## src/design/mas_pkg.sv

```systemverilog
// Shared constants, codes and types for the matrix add, subtract and multiply engine.
package mas_pkg;

    // Field widths fixed by the interface.
    localparam int ELEM_W     = 16;
    localparam int VALUE_W    = 35;
    localparam int POS_W      = 3;
    localparam int STATUS_W   = 2;
    localparam int DIM_REG_W  = 4;
    localparam int MODE_W     = 2;
    localparam int CFG_IDX_W  = 3;
    localparam int CFG_DATA_W = 4;

    // Default matrix size limit and result cap.
    localparam int MAX_DIM_DEF = 8;
    localparam int MAX_RESULTS = 64;
    localparam int RES_CNT_W   = 7;

    // Register indexes on the configuration port.
    localparam logic [CFG_IDX_W-1:0] REG_ROWS_A = 3'd0;
    localparam logic [CFG_IDX_W-1:0] REG_COLS_A = 3'd1;
    localparam logic [CFG_IDX_W-1:0] REG_ROWS_B = 3'd2;
    localparam logic [CFG_IDX_W-1:0] REG_COLS_B = 3'd3;
    localparam logic [CFG_IDX_W-1:0] REG_MODE   = 3'd4;

    // Operation codes.
    localparam logic [MODE_W-1:0] MODE_ADD  = 2'd0;
    localparam logic [MODE_W-1:0] MODE_SUB  = 2'd1;
    localparam logic [MODE_W-1:0] MODE_MUL  = 2'd2;
    localparam logic [MODE_W-1:0] MODE_NOOP = 2'd3;

    // Result status codes.
    localparam logic [STATUS_W-1:0] ST_OK   = 2'd0;
    localparam logic [STATUS_W-1:0] ST_SIZE = 2'd1;
    localparam logic [STATUS_W-1:0] ST_NOOP = 2'd2;

    // Control of the accumulator ring for one cycle.
    typedef struct packed {
        logic clr;     // zero every cell
        logic shift;   // rotate the ring by one place
        logic drain;   // the tail takes zero instead of the head
        logic inj_en;  // add the injected term on the way to the tail
    } t_ring_ctl;

endpackage

```

## src/design/matrix_add_sub_multiply_top.sv

```systemverilog
// Top level of the matrix add, subtract and multiply engine.
//
//  Channel  | Handshake                         | Payload
//  ---------+-----------------------------------+-----------------------------------
//  element  | start in, busy out                | i_element
//  config   | i_cfg_valid in, o_cfg_ready out   | i_cfg_index, i_cfg_data
//  result   | o_strobe out (no back-pressure)   | o_value, o_row, o_col, o_status, o_last
//
// Elements load at one request per cycle while busy is low. The final element starts
// a run, unless no-op or a size mismatch gives an error result in the next cycle: busy
// rises and each result row makes K accumulate passes and one drain pass of the ring
// (K = cols_a for multiply, 1 otherwise), fed through the store read and term registers.
// Reset is synchronous and active low; results cannot be stalled by the receiver.
module matrix_add_sub_multiply_top #(
    parameter int MAX_DIM = mas_pkg::MAX_DIM_DEF
) (
    input  logic                                   i_clk,
    input  logic                                   i_rst_n,
    input  logic                                   start,
    output logic                                   busy,
    input  logic signed [mas_pkg::ELEM_W-1:0]      i_element,
    input  logic                                   i_cfg_valid,
    output logic                                   o_cfg_ready,
    input  logic [mas_pkg::CFG_IDX_W-1:0]          i_cfg_index,
    input  logic [mas_pkg::CFG_DATA_W-1:0]         i_cfg_data,
    output logic                                   o_strobe,
    output logic signed [mas_pkg::VALUE_W-1:0]     o_value,
    output logic [mas_pkg::POS_W-1:0]              o_row,
    output logic [mas_pkg::POS_W-1:0]              o_col,
    output logic [mas_pkg::STATUS_W-1:0]           o_status,
    output logic                                   o_last
);

    localparam int DEPTH = MAX_DIM * MAX_DIM;
    localparam int AW    = (DEPTH > 1) ? $clog2(DEPTH) : 1;
    localparam int IW    = (MAX_DIM > 1) ? $clog2(MAX_DIM) : 1;
    localparam int DW    = $clog2(MAX_DIM + 1);
    localparam int CW    = 2 * DW + 1;
    localparam int MW    = IW + DW + 1;
    localparam int ACC_W = 32 + $clog2(MAX_DIM);
    localparam int TW    = 2 * DW;
    localparam int VW    = mas_pkg::VALUE_W;

    // Configuration registers.
    logic [mas_pkg::DIM_REG_W-1:0] r_rows_a, r_cols_a, r_rows_b, r_cols_b;
    logic [mas_pkg::MODE_W-1:0]    r_mode;
    logic                          w_cfg_we;

    assign o_cfg_ready = 1'b1;
    assign w_cfg_we    = i_cfg_valid && o_cfg_ready;

    always_ff @(posedge i_clk) begin
        if (!i_rst_n) begin
            r_rows_a <= 4'd1;
            r_cols_a <= 4'd1;
            r_rows_b <= 4'd1;
            r_cols_b <= 4'd1;
            r_mode   <= mas_pkg::MODE_ADD;
        end else if (w_cfg_we) begin
            case (i_cfg_index)
                mas_pkg::REG_ROWS_A: r_rows_a <= i_cfg_data;
                mas_pkg::REG_COLS_A: r_cols_a <= i_cfg_data;
                mas_pkg::REG_ROWS_B: r_rows_b <= i_cfg_data;
                mas_pkg::REG_COLS_B: r_cols_b <= i_cfg_data;
                mas_pkg::REG_MODE:   r_mode   <= i_cfg_data[mas_pkg::MODE_W-1:0];
                default: ;
            endcase
        end
    end

    // Effective dimensions: zero acts as one, oversize acts as MAX_DIM.
    function automatic logic [DW-1:0] eff_dim(input logic [mas_pkg::DIM_REG_W-1:0] d);
        logic [DW-1:0] res;
        if (d == '0) begin
            res = DW'(1);
        end else if (32'(d) > MAX_DIM) begin
            res = DW'(MAX_DIM);
        end else begin
            res = DW'(d);
        end
        return res;
    endfunction

    logic [DW-1:0] w_ra, w_ca, w_rb, w_cb, w_cc, w_kk;
    logic          w_is_mul;

    always_comb begin
        w_ra     = eff_dim(r_rows_a);
        w_ca     = eff_dim(r_cols_a);
        w_rb     = eff_dim(r_rows_b);
        w_cb     = eff_dim(r_cols_b);
        w_is_mul = (r_mode == mas_pkg::MODE_MUL);
        w_cc     = w_is_mul ? w_cb : w_ca;
        w_kk     = w_is_mul ? w_ca : DW'(1);
    end

    // Loader: place each element in A or B and spot the final one.
    logic [CW-1:0] r_load_cnt;
    logic [CW-1:0] w_na, w_nb, w_pos_b;
    logic          w_accept, w_we_a, w_we_b, w_final, w_size_err, w_noop;
    logic          r_run;

    assign busy     = r_run;
    assign w_accept = start && !busy;

    always_comb begin
        w_na       = CW'(w_ra) * CW'(w_ca);
        w_nb       = CW'(w_rb) * CW'(w_cb);
        w_pos_b    = r_load_cnt - w_na;
        w_we_a     = w_accept && (r_load_cnt < w_na);
        w_we_b     = w_accept && !(r_load_cnt < w_na) && (w_pos_b < w_nb);
        w_final    = (r_load_cnt + CW'(1)) >= (w_na + w_nb);
        w_noop     = (r_mode == mas_pkg::MODE_NOOP);
        w_size_err = w_is_mul ? (w_ca != w_rb) : ((w_ra != w_rb) || (w_ca != w_cb));
    end

    always_ff @(posedge i_clk) begin
        if (!i_rst_n) begin
            r_load_cnt <= '0;
        end else if (w_accept) begin
            r_load_cnt <= w_final ? '0 : (r_load_cnt + CW'(1));
        end
    end

    // Sequencer: rows, then K accumulate passes and one drain pass of MAX_DIM steps.
    logic          r_seq;
    logic [IW-1:0] r_i, r_k, r_j;
    logic          r_out;
    logic          w_run_start, w_emit, w_emit_last, w_j_wrap;

    assign w_run_start = w_accept && w_final && !w_noop && !w_size_err;
    assign w_j_wrap    = (r_j == IW'(MAX_DIM - 1));

    always_ff @(posedge i_clk) begin
        if (!i_rst_n) begin
            r_seq <= 1'b0;
            r_i   <= '0;
            r_k   <= '0;
            r_j   <= '0;
            r_out <= 1'b0;
        end else if (w_run_start) begin
            r_seq <= 1'b1;
            r_i   <= '0;
            r_k   <= '0;
            r_j   <= '0;
            r_out <= 1'b0;
        end else if (w_emit && w_emit_last) begin
            r_seq <= 1'b0;
        end else if (r_seq) begin
            r_j <= w_j_wrap ? '0 : (r_j + IW'(1));
            if (w_j_wrap) begin
                if (r_out) begin
                    r_out <= 1'b0;
                    r_k   <= '0;
                    r_i   <= r_i + IW'(1);
                    if (DW'(r_i) == (w_ra - DW'(1))) begin
                        r_seq <= 1'b0;
                    end
                end else if (DW'(r_k) == (w_kk - DW'(1))) begin
                    r_out <= 1'b1;
                    r_k   <= '0;
                end else begin
                    r_k <= r_k + IW'(1);
                end
            end
        end
    end

    // Read addresses for the current step.
    logic          w_in_range;
    logic [MW-1:0] w_addr_a_full, w_addr_b_full;
    logic [AW-1:0] w_raddr_a, w_raddr_b;

    always_comb begin
        w_in_range = (DW'(r_j) < w_cc);
        if (w_is_mul) begin
            w_addr_a_full = MW'(r_i) * MW'(w_ca) + MW'(r_k);
            w_addr_b_full = MW'(r_k) * MW'(w_cb) + MW'(r_j);
        end else begin
            w_addr_a_full = MW'(r_i) * MW'(w_ca) + MW'(r_j);
            w_addr_b_full = w_addr_a_full;
        end
        w_raddr_a = w_in_range ? w_addr_a_full[AW-1:0] : '0;
        w_raddr_b = w_in_range ? w_addr_b_full[AW-1:0] : '0;
    end

    logic [mas_pkg::ELEM_W-1:0] w_a_data, w_b_data;

    mas_store #(.DEPTH(DEPTH), .AW(AW)) u_store_a (
        .i_clk   (i_clk),
        .i_we    (w_we_a),
        .i_waddr (r_load_cnt[AW-1:0]),
        .i_wdata (i_element),
        .i_raddr (w_raddr_a),
        .o_rdata (w_a_data)
    );

    mas_store #(.DEPTH(DEPTH), .AW(AW)) u_store_b (
        .i_clk   (i_clk),
        .i_we    (w_we_b),
        .i_waddr (w_pos_b[AW-1:0]),
        .i_wdata (i_element),
        .i_raddr (w_raddr_b),
        .o_rdata (w_b_data)
    );

    // Pipeline control: stage 1 meets the read data, stage 2 the registered term.
    logic          r_s1_valid, r_s1_out, r_s1_rng;
    logic [IW-1:0] r_s1_i, r_s1_j;
    logic          r_s2_valid, r_s2_out, r_s2_rng;
    logic [IW-1:0] r_s2_i, r_s2_j;

    always_ff @(posedge i_clk) begin
        if (!i_rst_n || w_run_start || (w_emit && w_emit_last)) begin
            r_s1_valid <= 1'b0;
            r_s2_valid <= 1'b0;
        end else begin
            r_s1_valid <= r_seq;
            r_s2_valid <= r_s1_valid;
        end
    end

    always_ff @(posedge i_clk) begin
        r_s1_out <= r_out;
        r_s1_rng <= w_in_range;
        r_s1_i   <= r_i;
        r_s1_j   <= r_j;
        r_s2_out <= r_s1_out;
        r_s2_rng <= r_s1_rng;
        r_s2_i   <= r_s1_i;
        r_s2_j   <= r_s1_j;
    end

    // Term stage: a product for multiply, a scaled sum or difference otherwise.
    logic signed [ACC_W-1:0]          r_term;
    logic signed [ACC_W-1:0]          n_term;
    logic signed [2*mas_pkg::ELEM_W-1:0] w_prod;
    logic signed [mas_pkg::ELEM_W:0]  w_sum;

    always_comb begin
        w_prod = $signed(w_a_data) * $signed(w_b_data);
        if (r_mode == mas_pkg::MODE_SUB) begin
            w_sum = $signed({w_a_data[mas_pkg::ELEM_W-1], w_a_data})
                  - $signed({w_b_data[mas_pkg::ELEM_W-1], w_b_data});
        end else begin
            w_sum = $signed({w_a_data[mas_pkg::ELEM_W-1], w_a_data})
                  + $signed({w_b_data[mas_pkg::ELEM_W-1], w_b_data});
        end
        if (w_is_mul) begin
            n_term = ACC_W'(w_prod);
        end else begin
            n_term = ACC_W'($signed({w_sum, 8'b0}));
        end
    end

    always_ff @(posedge i_clk) begin
        r_term <= n_term;
    end

    // Accumulator ring.
    mas_pkg::t_ring_ctl      w_ctl;
    logic signed [ACC_W-1:0] w_head;

    always_comb begin
        w_ctl.clr    = w_run_start;
        w_ctl.shift  = r_s2_valid;
        w_ctl.drain  = r_s2_out;
        w_ctl.inj_en = !r_s2_out && r_s2_rng;
    end

    mas_ring #(.N(MAX_DIM), .ACC_W(ACC_W)) u_ring (
        .i_clk  (i_clk),
        .i_ctl  (w_ctl),
        .i_inj  (r_term),
        .o_head (w_head)
    );

    // Result count and cap.
    logic [TW-1:0]               r_total;
    logic [mas_pkg::RES_CNT_W-1:0] r_n;
    logic [TW-1:0]               w_total_raw;

    always_comb begin
        w_total_raw = TW'(w_ra) * TW'(w_cc);
        w_emit      = r_s2_valid && r_s2_out && r_s2_rng;
        w_emit_last = ((32'(r_n) + 1) == 32'(r_total));
    end

    always_ff @(posedge i_clk) begin
        if (!i_rst_n) begin
            r_run   <= 1'b0;
            r_n     <= '0;
            r_total <= '0;
        end else if (w_run_start) begin
            r_run   <= 1'b1;
            r_n     <= '0;
            r_total <= (32'(w_total_raw) > mas_pkg::MAX_RESULTS)
                     ? TW'(mas_pkg::MAX_RESULTS) : w_total_raw;
        end else if (w_emit) begin
            r_n <= r_n + mas_pkg::RES_CNT_W'(1);
            if (w_emit_last) begin
                r_run <= 1'b0;
            end
        end
    end

    // Head value brought to the 35-bit result range.
    logic signed [VW-1:0] w_value;

    if (ACC_W > VW) begin : g_sat
        localparam logic signed [ACC_W-1:0] VMAX =
            {{(ACC_W - VW + 1){1'b0}}, {(VW - 1){1'b1}}};
        localparam logic signed [ACC_W-1:0] VMIN =
            {{(ACC_W - VW + 1){1'b1}}, {(VW - 1){1'b0}}};
        always_comb begin
            if (w_head > VMAX) begin
                w_value = VMAX[VW-1:0];
            end else if (w_head < VMIN) begin
                w_value = VMIN[VW-1:0];
            end else begin
                w_value = w_head[VW-1:0];
            end
        end
    end else if (ACC_W == VW) begin : g_same
        assign w_value = w_head;
    end else begin : g_ext
        assign w_value = {{(VW - ACC_W){w_head[ACC_W-1]}}, w_head};
    end

    // Position fields keep their low three bits.
    logic [IW+mas_pkg::POS_W-1:0] w_row_ext, w_col_ext;

    assign w_row_ext = {{mas_pkg::POS_W{1'b0}}, r_s2_i};
    assign w_col_ext = {{mas_pkg::POS_W{1'b0}}, r_s2_j};

    // Result register.
    always_ff @(posedge i_clk) begin
        if (!i_rst_n) begin
            o_strobe <= 1'b0;
        end else begin
            o_strobe <= w_emit || (w_accept && w_final && (w_noop || w_size_err));
        end
    end

    always_ff @(posedge i_clk) begin
        if (w_emit) begin
            o_value  <= w_value;
            o_row    <= w_row_ext[mas_pkg::POS_W-1:0];
            o_col    <= w_col_ext[mas_pkg::POS_W-1:0];
            o_status <= mas_pkg::ST_OK;
            o_last   <= w_emit_last;
        end else begin
            o_value  <= '0;
            o_row    <= '0;
            o_col    <= '0;
            o_status <= w_noop ? mas_pkg::ST_NOOP : mas_pkg::ST_SIZE;
            o_last   <= 1'b1;
        end
    end

`ifndef SYNTHESIS
    // Error results always carry the last flag.
    a_err_last: assert property (@(posedge i_clk) disable iff (!i_rst_n)
        (o_strobe && o_status != mas_pkg::ST_OK) |-> o_last)
        else $error("error result without last");

    // The engine is free again by the time the final result shows.
    a_last_idle: assert property (@(posedge i_clk) disable iff (!i_rst_n)
        (o_strobe && o_last) |-> !busy)
        else $error("busy still high on the final result");

    // Good results only come out of a run.
    a_ok_in_run: assert property (@(posedge i_clk) disable iff (!i_rst_n)
        (o_strobe && o_status == mas_pkg::ST_OK) |-> $past(r_run))
        else $error("ok result outside a run");

    // A drain step never adds a term.
    a_drain_clean: assert property (@(posedge i_clk) disable iff (!i_rst_n)
        w_ctl.drain && w_ctl.shift |-> !w_ctl.inj_en)
        else $error("term injected during drain");
`endif

endmodule

```

## src/design/mas_store.sv

```systemverilog
// Element store: one write port and one registered read port.
module mas_store #(
    parameter int DEPTH = 64,
    parameter int AW    = 6
) (
    input  logic                           i_clk,
    input  logic                           i_we,
    input  logic [AW-1:0]                  i_waddr,
    input  logic [mas_pkg::ELEM_W-1:0]     i_wdata,
    input  logic [AW-1:0]                  i_raddr,
    output logic [mas_pkg::ELEM_W-1:0]     o_rdata
);

    logic [mas_pkg::ELEM_W-1:0] r_mem [DEPTH];
    logic [mas_pkg::ELEM_W-1:0] r_rdata;

    // Write port.
    always_ff @(posedge i_clk) begin
        if (i_we) begin
            r_mem[i_waddr] <= i_wdata;
        end
    end

    // Registered read port.
    always_ff @(posedge i_clk) begin
        r_rdata <= r_mem[i_raddr];
    end

    assign o_rdata = r_rdata;

endmodule

```

## src/design/mas_cell.sv

```systemverilog
// One accumulator cell of the ring: takes its neighbour's value, optionally plus a term.
module mas_cell #(
    parameter int ACC_W = 35
) (
    input  logic                    i_clk,
    input  logic                    i_clr,
    input  logic                    i_shift,
    input  logic signed [ACC_W-1:0] i_d,
    input  logic                    i_inj_en,
    input  logic signed [ACC_W-1:0] i_inj,
    output logic signed [ACC_W-1:0] o_q
);

    logic signed [ACC_W-1:0] r_acc;
    logic signed [ACC_W-1:0] n_acc;

    // Next value: clear, take the neighbour's value (plus the term), or hold.
    always_comb begin
        n_acc = r_acc;
        if (i_clr) begin
            n_acc = '0;
        end else if (i_shift) begin
            n_acc = i_inj_en ? (i_d + i_inj) : i_d;
        end
    end

    always_ff @(posedge i_clk) begin
        r_acc <= n_acc;
    end

    assign o_q = r_acc;

endmodule

```

## src/design/mas_ring.sv

```systemverilog
// Ring of accumulator cells; the head holds the column due at the current step.
module mas_ring #(
    parameter int N     = 8,
    parameter int ACC_W = 35
) (
    input  logic                    i_clk,
    input  mas_pkg::t_ring_ctl      i_ctl,
    input  logic signed [ACC_W-1:0] i_inj,
    output logic signed [ACC_W-1:0] o_head
);

    logic signed [ACC_W-1:0] w_q [N];
    logic signed [ACC_W-1:0] w_d [N];
    logic                    w_inj_en [N];

    // Each cell takes from the next; the tail takes from the head or zero.
    always_comb begin
        for (int c = 0; c < N; c++) begin
            if (c == N - 1) begin
                w_d[c]      = i_ctl.drain ? '0 : w_q[0];
                w_inj_en[c] = i_ctl.inj_en;
            end else begin
                w_d[c]      = w_q[c + 1];
                w_inj_en[c] = 1'b0;
            end
        end
    end

    for (genvar c = 0; c < N; c++) begin : g_cell
        mas_cell #(.ACC_W(ACC_W)) u_cell (
            .i_clk    (i_clk),
            .i_clr    (i_ctl.clr),
            .i_shift  (i_ctl.shift),
            .i_d      (w_d[c]),
            .i_inj_en (w_inj_en[c]),
            .i_inj    (i_inj),
            .o_q      (w_q[c])
        );
    end

    assign o_head = w_q[0];

endmodule
```

## config.mk

```make
export PLATFORM = sky130hd
export DESIGN_NAME = matrix_add_sub_multiply_top
export DESIGN_NICKNAME = d
export VERILOG_FILES = /design/src/design/mas_pkg.sv /design/src/design/matrix_add_sub_multiply_top.sv /design/src/design/mas_store.sv /design/src/design/mas_cell.sv /design/src/design/mas_ring.sv
export SDC_FILE = /design/constraint.sdc
export NUM_CORES = 2
export LEC_CHECK = 0
export BUFFER_PORTS_ARGS = -buffer_cell sky130_fd_sc_hd__buf_2
export CAP_MARGIN = 5
export CORE_MARGIN = 5
export CORE_UTILIZATION = 47
export CTS_BUF_LIST = sky130_fd_sc_hd__clkbuf_16
export DETAILED_ROUTE_END_ITERATION = 6
export HOLD_SLACK_MARGIN = 0.05
export SLEW_MARGIN = 20
export SYNTH_ARGS = -nofsm -noshare
export SYNTH_HDL_FRONTEND = slang
export SYNTH_HIERARCHICAL = 1
export SYNTH_SLANG_ARGS = --single-unit
```

## constraint.sdc

```tcl
create_clock -name i_clk -period 8.6 [get_ports i_clk]
set_input_delay 0.86 -clock i_clk [delete_from_list [all_inputs] [get_ports i_clk]]
set_output_delay 0.86 -clock i_clk [all_outputs]
set_load 0.02 [all_outputs]
```

# After elaboration in Yosys (flattened, before gate mapping)
# Memory sizes are Yosys's and may differ from the RTL's. A register that Yosys moved wholly into a read port is not among the register bits.
# Cells that the tools add are included.
# W data, S select, Z words.
[classes]
add_sub_neg = 16
mul = 6
order_cmp = 9
eq_ne = 14
n_mux = 40
n_bitwise = 2
reduce_logical = 40
[op_table]
columns = ["operator", "count"]
rows = [
  ["$mux W35", 3],
  ["$mux W4", 10],
  ["$add A35 B35 Y35", 1],
  ["$mul A16 B16 Y32", 1],
  ["$mul A4 B4 Y8", 3],
  ["$mux W6", 4],
  ["$add A6 B3 Y6", 3],
  ["$lt A9 B8 Y1", 2],
  ["$add A16 B16 Y17", 1],
  ["$mux W17", 1],
  ["$sub A16 B16 Y17", 1],
  ["$gt A4 B4 Y1 const B", 4],
  ["$logic_not A4 Y1", 4],
  ["$mux W1", 16],
  ["$reduce_and A2 Y1", 7],
  ["$logic_and A1 B1 Y1", 12],
  ["$mul A3 B4 Y6", 2],
  ["$ne A4 B4 Y1", 3],
  ["$add A3 B1 Y3 const B", 3],
  ["$add A8 B8 Y9", 1],
  ["$add A9 B1 Y9 const B", 1],
  ["$ge A9 B9 Y1", 1],
  ["$mux W3", 3],
  ["$mux W9", 1],
  ["23 further kinds", 39],
]
[totals]
regBits = 432
ramBits = 2048
input_bits = 27
word_cells = 169
n_memories = 2
[mem_list]
columns = ["name", "depth", "width", "read_ports", "rd_ports_with_merged_regs", "write_ports", "line_no", "text"]
rows = [
  ["u_store_a.r_mem", 64, 16, 1, 1, 1, "mas_store.sv:14", "logic [mas_pkg::ELEM_W-1:0] r_mem [DEPTH];"],
  ["u_store_b.r_mem", 64, 16, 1, 1, 1, "mas_store.sv:14", ""],
]

# Depth between registers and ports, before layout
[logic_depth]
ltp_word = 11
depth_mapped = 28

# Cells and area by module
# The synthesis kept the hierarchy.
[modules_own_cells]
columns = ["mod", "n_inst", "cells_each", "area_each_um2"]
rows = [
  ["mas_store", 2, 1829, 40042.2],
  ["matrix_add_sub_multiply_top", 1, 2209, 19643.8],
  ["mas_cell (u_ring.g_cell[0].u_cell ...)", 5, 454, 3570.9],
  ["mas_cell (u_ring.g_cell[1].u_cell ...)", 3, 454, 3577.2],
  ["mas_ring", 1, 39, 269.0],
]

# Least setup slack after synthesis
# Ideal clock, no wire load.
[synth_timing]
kind = "reg2reg"
start = "reg r_rows_a[2] (netlist bit)"
end = "mem u_store_b/r_mem[48][0] (netlist bit), enable pin"
t_arrival_ns = 6.650
required_time_ns = 8.191
path_slack_ns = 1.541
stages_incl_launch_ff = 24
n_path_buf = 1
period_less_slack_ns = 7.059
cell_sequence = "dfxtp_1 > nor2_1 > o21bai_1 > clkbuf_1 > nor2_1 > fa_1 > inv_1 > fa_1 > inv_1 > fa_1 > inv_1 > ha_1 > a21boi_0 > o21ai_0 > nand2b_1 > maj3_1 > maj3_1 > xor2_1 > ha_1 > or3_1 > nor4_1 > nor2b_1 > nand4b_1 > nor3_1"
[synth_between]
elab_chain_cells = 10
elab_cells_between_ends = 13
cone_classes = "add/sub (1); mul (1); order compare (3); mux (4); reduce/logical (4)"
[synth_rtl]
columns = ["element", "line_no", "text"]
rows = [
  ["start, declared", "matrix_add_sub_multiply_top.sv:45", "logic [mas_pkg::DIM_REG_W-1:0] r_rows_a, r_cols_a, r_rows_b, r_cols_b;"],
  ["start signal, assigned", "matrix_add_sub_multiply_top.sv:61", "mas_pkg::REG_ROWS_A: r_rows_a <= i_cfg_data;"],
  ["$gt A4 B4 Y1", "matrix_add_sub_multiply_top.sv:76", "end else if (32'(d) > MAX_DIM) begin"],
  ["$mux W4", "matrix_add_sub_multiply_top.sv:76", ""],
  ["$mux W4 *", "matrix_add_sub_multiply_top.sv:74", "if (d == '0) begin"],
  ["$mul A4 B4 Y8 *", "matrix_add_sub_multiply_top.sv:107", "w_na = CW'(w_ra) * CW'(w_ca);"],
  ["branches (longest 3 deep; another with $sub A9 B8 Y9)", "--", ""],
  ["$logic_and A1 B1 Y1 *", "matrix_add_sub_multiply_top.sv:111", "w_we_b = w_accept && !(r_load_cnt < w_na) && (w_pos_b < w_nb);"],
  ["net w_we_b", "matrix_add_sub_multiply_top.sv:100", "logic w_accept, w_we_a, w_we_b, w_final, w_size_err, w_noop;"],
  ["$mux W1 *", "mas_store.sv:19", "if (i_we) begin"],
  ["$mux W1 (not written as such) *", "mas_store.sv:20", "r_mem[i_waddr] <= i_wdata;"],
  ["end, declared", "mas_store.sv:14", ""],
]
# Mark *: on every way through the listed nets, which the timed path passes.

# Final worst setup path
[layout_timing]
start = "reg r_rows_a[2] (netlist bit)"
end = "mem u_store_b/r_mem[44][1] (netlist bit), enable pin"
# The elaborated chain is that of the path after synthesis.

==> impl_metrics.py <==
metrics = {
    "floorplan": {
        "dieHeight_um": 533,
        "initial_utilization_pct": 47.1,
        "number_of_core_rows": 192,
        "chipWidth_um": 533,
        "total_die_area_um2": 284000,
        "io_pins": 74,
        "core_region_area_um2": 273000,
    },
    "clocking": {
        "post_cts.repair.setup_buffers": 0,
        "clk_transition_reported_paths_ns": 0.06,
        "cts-root-buf": "sky130_fd_sc_hd__clkbuf_16",
        "clk_buf_depth": 4,
        "ctsHoldBuffers": 0,
        "cts_tree": "yes",
        "cts_buffers": 279,
        "cts_htree_levels": 5,
        "postCtsResizedCells": 0,
        "tritoncts_num_sinks": 2509,
        "insertion_delay_ns": 0.90,
    },
    "sta": {
        "tns_ns": 0,
        "fmaxAchievable_ghz": 0.133,
        "rsz0062_at_grt": "false",
        "finalSetupViolations": 0,
        "timing_worst_slew_pin_value_ns": 1.22,
        "fin_crit_sh_pct": 87.6,
        "final_max_slew_viol_count": 0,
        "slew_limit_headroom_pct": 18.6,
        "timing.final.hold_violations": 0,
        "worst_clock_skew_ns": 0.0718,
        "final_min_period_ns": 7.53,
    },
    "global_routing": {
        "grt_antenna_before_repair": 4,
        "grt_pass1_vias": 81437,
        "gr-usage-all-layers_pct": 24.3,
        "grt-ovfl-total": 0,
        "grt_start_max_net_pins": 121,
        "grt_pass1_wl_um": 526000,
    },
    "critical_path": {
        "worst_setup_path_startpoint": "r_rows_a[2]",
        "cp_max_fo": 16,
        "crit_arrival_ns": 8.09,
        "timing.reg2reg.setup_slack_ns": 1.07,
        "worstSetupEndpointType": "flop",
        "crit-reg2reg-capture": "u_store_b/r_mem[44][1]",
        "crit-reg2reg-launch": "r_rows_a[2]",
        "logic_depth_of_the_worst_register_to_register_path": 25,
        "worst-setup-path-type": "flop to flop",
        "critPathRequiredTime_ns": 9.15,
        "crit_path_end": "u_store_b/r_mem[44][1]",
        "startpoint_types": "flop",
    },
    "logic_synthesis": {
        "synth.yosys.seq_area_share_pct": 55.0,
        "post_synth_num_cell_types": 106,
        "syn_inst": 9538,
        "synth.ff_latch_count": 2509,
        "syn_area_per_cell_um2": 13.5,
        "synth-async-reset-ratio_pct": 0,
        "ys_warn_count": 6,
        "ys.flop_type": "sky130_fd_sc_hd__edfxtp_1",
        "syn_area_um2": 129000,
        "synth-edff-count": 2048,
    },
    "drt": {
        "route.detailed.wl_per_inst_um": 26.3,
        "post-route-drc-count": 0,
        "postRouteAntennaNets": 0,
        "finalWirelength_um": 354000,
        "first_iter_violations": 7112,
        "routed_vias_inst": 6.01,
        "tritonroute_pass_1_iters": 7,
        "detailroute.via_count": 81105,
    },
    "place": {
        "placed_area_um2": 133000,
        "estimated_wirelength_of_the_detail_placed_design_um": 242000,
        "gpl.final_weighted_congestion": 0.950,
        "numPlacedInstances": 12993,
        "port_buffers": 72,
    },
    "final_layout": {
        "drive_above_1_share_pct": 13.9,
        "finalNetCount": 10472,
        "n_fill_cell": 22931,
        "syn2layout_area_growth_pct": 10.7,
        "final_area_um2": 142000,
        "layout.cells.non_filler": 13491,
        "multi_input_comb_area_um2": 53700,
        "area.sequential_um2": 70700,
    },
    "hold_path": {
        "holdCritPathClass": "flop to flop",
    },
    "flow_run": {
        "drv.max_cap_violation_count": 0,
    },
    "status": {
        "run_status": "completed",
    },
}
-- worst max-delay path, cell delays in order (launching register included) --
cell and delay [ns]:
sky130_fd_sc_hd__dfxtp_1 0.40, sky130_fd_sc_hd__nor2_1 0.06, sky130_fd_sc_hd__o21bai_1 0.71, sky130_fd_sc_hd__nor2_1 0.14, sky130_fd_sc_hd__fa_1 0.52, sky130_fd_sc_hd__inv_1 0.05, sky130_fd_sc_hd__fa_1 0.47, sky130_fd_sc_hd__inv_1 0.07
sky130_fd_sc_hd__fa_1 0.54, sky130_fd_sc_hd__inv_1 0.06, sky130_fd_sc_hd__ha_1 0.29, sky130_fd_sc_hd__a21boi_0 0.15, sky130_fd_sc_hd__o21ai_0 0.20, sky130_fd_sc_hd__nand2b_1 0.12, sky130_fd_sc_hd__maj3_1 0.39, sky130_fd_sc_hd__maj3_1 0.40
sky130_fd_sc_hd__xor2_1 0.17, sky130_fd_sc_hd__ha_1 0.30, sky130_fd_sc_hd__o21ai_0 0.10, sky130_fd_sc_hd__a21oi_1 0.08, sky130_fd_sc_hd__nor4_2 0.26, sky130_fd_sc_hd__buf_4 0.26, sky130_fd_sc_hd__nor2b_1 0.29, sky130_fd_sc_hd__nand2_1 0.57
sky130_fd_sc_hd__nor2_1 0.31, sky130_fd_sc_hd__buf_4 0.31
-- metrics by stage --
stage / setup slack [ns] / hold WS [ns] / utilization, %
after floorplan: 1.54 / 0.310 / -
after global placement: 1.09 / 0.313 / 48.8
after detailed placement: 1.09 / 0.312 / 48.9
after CTS: 1.06 / 0.248 / 52.1
after global routing: 0.712 / 0.318 / 52.1
final: 1.07 / 0.322 / 52.1
-- flip-flops by register name (all words and copies together) (netlist names), 4 cells and up --
signal and flops:
r_load_cnt 9, u_store_b/o_rdata 16, r_rows_a 4, o_value 35, u_store_a/o_rdata 16, r_cols_a 4
u_ring/g_cell.u_cell/o_q 280, r_n 7, r_term 32, r_total 8, u_store_b/r_mem 1024, r_rows_b 4
r_cols_b 4, u_store_a/r_mem 1024
-- cell families (layout without fill, tap and decap cells) --
family,Yosys count,count (layout),share of synthesized area (%)
multiplexers,864,864,11.2
flip-flops,2509,2509,55.0
XOR/XNOR,302,302,2.06
AND/OR/NAND/NOR,2229,2229,8.67
adder cells (fa/ha/maj),764,764,9.14
buffers and inverters,954,1308,3.38
AO/OA/AOI/OAI,1914,1914,10.6
other,2,12,0.00584
-- cells in the final DEF (no fill, tap or decap), types with 103 or more instances in the layout --
cell,instances
sky130_fd_sc_hd__nand2_1,537
sky130_fd_sc_hd__a22oi_1,103
sky130_fd_sc_hd__a21oi_1,390
sky130_fd_sc_hd__ha_1,466
sky130_fd_sc_hd__dfxtp_1,459
sky130_fd_sc_hd__clkbuf_16,282
sky130_fd_sc_hd__mux2i_1,352
sky130_fd_sc_hd__nor2b_1,140
sky130_fd_sc_hd__a211oi_1,200
sky130_fd_sc_hd__edfxtp_1,2048
sky130_fd_sc_hd__xor2_1,128
sky130_fd_sc_hd__a21o_1,269
sky130_fd_sc_hd__fa_1,294
sky130_fd_sc_hd__xnor2_1,173
sky130_fd_sc_hd__buf_4,260
sky130_fd_sc_hd__o21ai_0,266
sky130_fd_sc_hd__mux4_2,440
sky130_fd_sc_hd__and2_1,204
sky130_fd_sc_hd__nand3_1,190
sky130_fd_sc_hd__inv_1,532
sky130_fd_sc_hd__nor2_1,585
-- how the worst min path moves through the flow --
stage / cells after the start / start / endpoint
after CTS: 3 / i_cfg_data[0] / r_rows_b[0]
after global routing: 3 / i_cfg_data[0] / r_rows_b[0]
after floorplan: 0 / r_s1_i[0] / r_s2_i[0]
after global placement: 0 / r_s1_out / r_s2_out
after detailed placement: 0 / r_s1_j[0] / r_s2_j[0]
final: 0 / r_s1_j[0] / r_s2_j[0]
-- Yosys cell counts (all sizes together), types with 27 or more instances --
master	instances	area [µm²]
nor4	27	221
edfxtp	2048	61500
xor2	128	1120
a21o	272	2050
nand3b	28	210
buf	196	1480
o21bai	37	278
and3	73	457
a21oi	395	1980
nor2b	146	913
nor2	596	2250
o22ai	28	175
mux2	63	709
nor3	91	455
nand2	547	2090
and2	204	1280
a311oi	67	593
a31oi	92	576
xnor2	174	1530
o211ai	41	308
a221oi	41	359
o21ai	317	1590
mux2i	353	3540
o21a	58	435
clkbuf	280	1070
a22oi	111	873
mux4	448	10100
or3	56	350
dfxtp	461	9230
ha	466	5830
nand4	72	450
inv	477	1790
a211oi	201	1510
nand2b	93	582
fa	294	5890
nand3	190	951
-- layout make-up --
| type | count | share of cell area (%) |
|---|---|---|
| sequential | 2509 | 49.7 |
| multi-input combinational | 6081 | 37.7 |
| clock buffer | 282 | 4.96 |
| tap | 3589 | 3.16 |
| timing repair buffer | 336 | 1.86 |
| clock inverter | 212 | 1.30 |
| inverter | 478 | 1.26 |
| antenna | 4 | 0.00703 |
-- routing by layer --
layer  global-route usage [%]  vias to the layer above  part of all wire (%)
met5                        0                        -                     0
met2                     40.9                     2543                    48
met1                     32.5                    41350                    42
met4                     8.85                        0                   4.2
met3                     3.08                      617                   5.5
li1                         -                    36595                     -
Power is left out: the tool's default activity adds up to more than one toggle a clock period on the data nets, which glitch-free logic cannot reach.
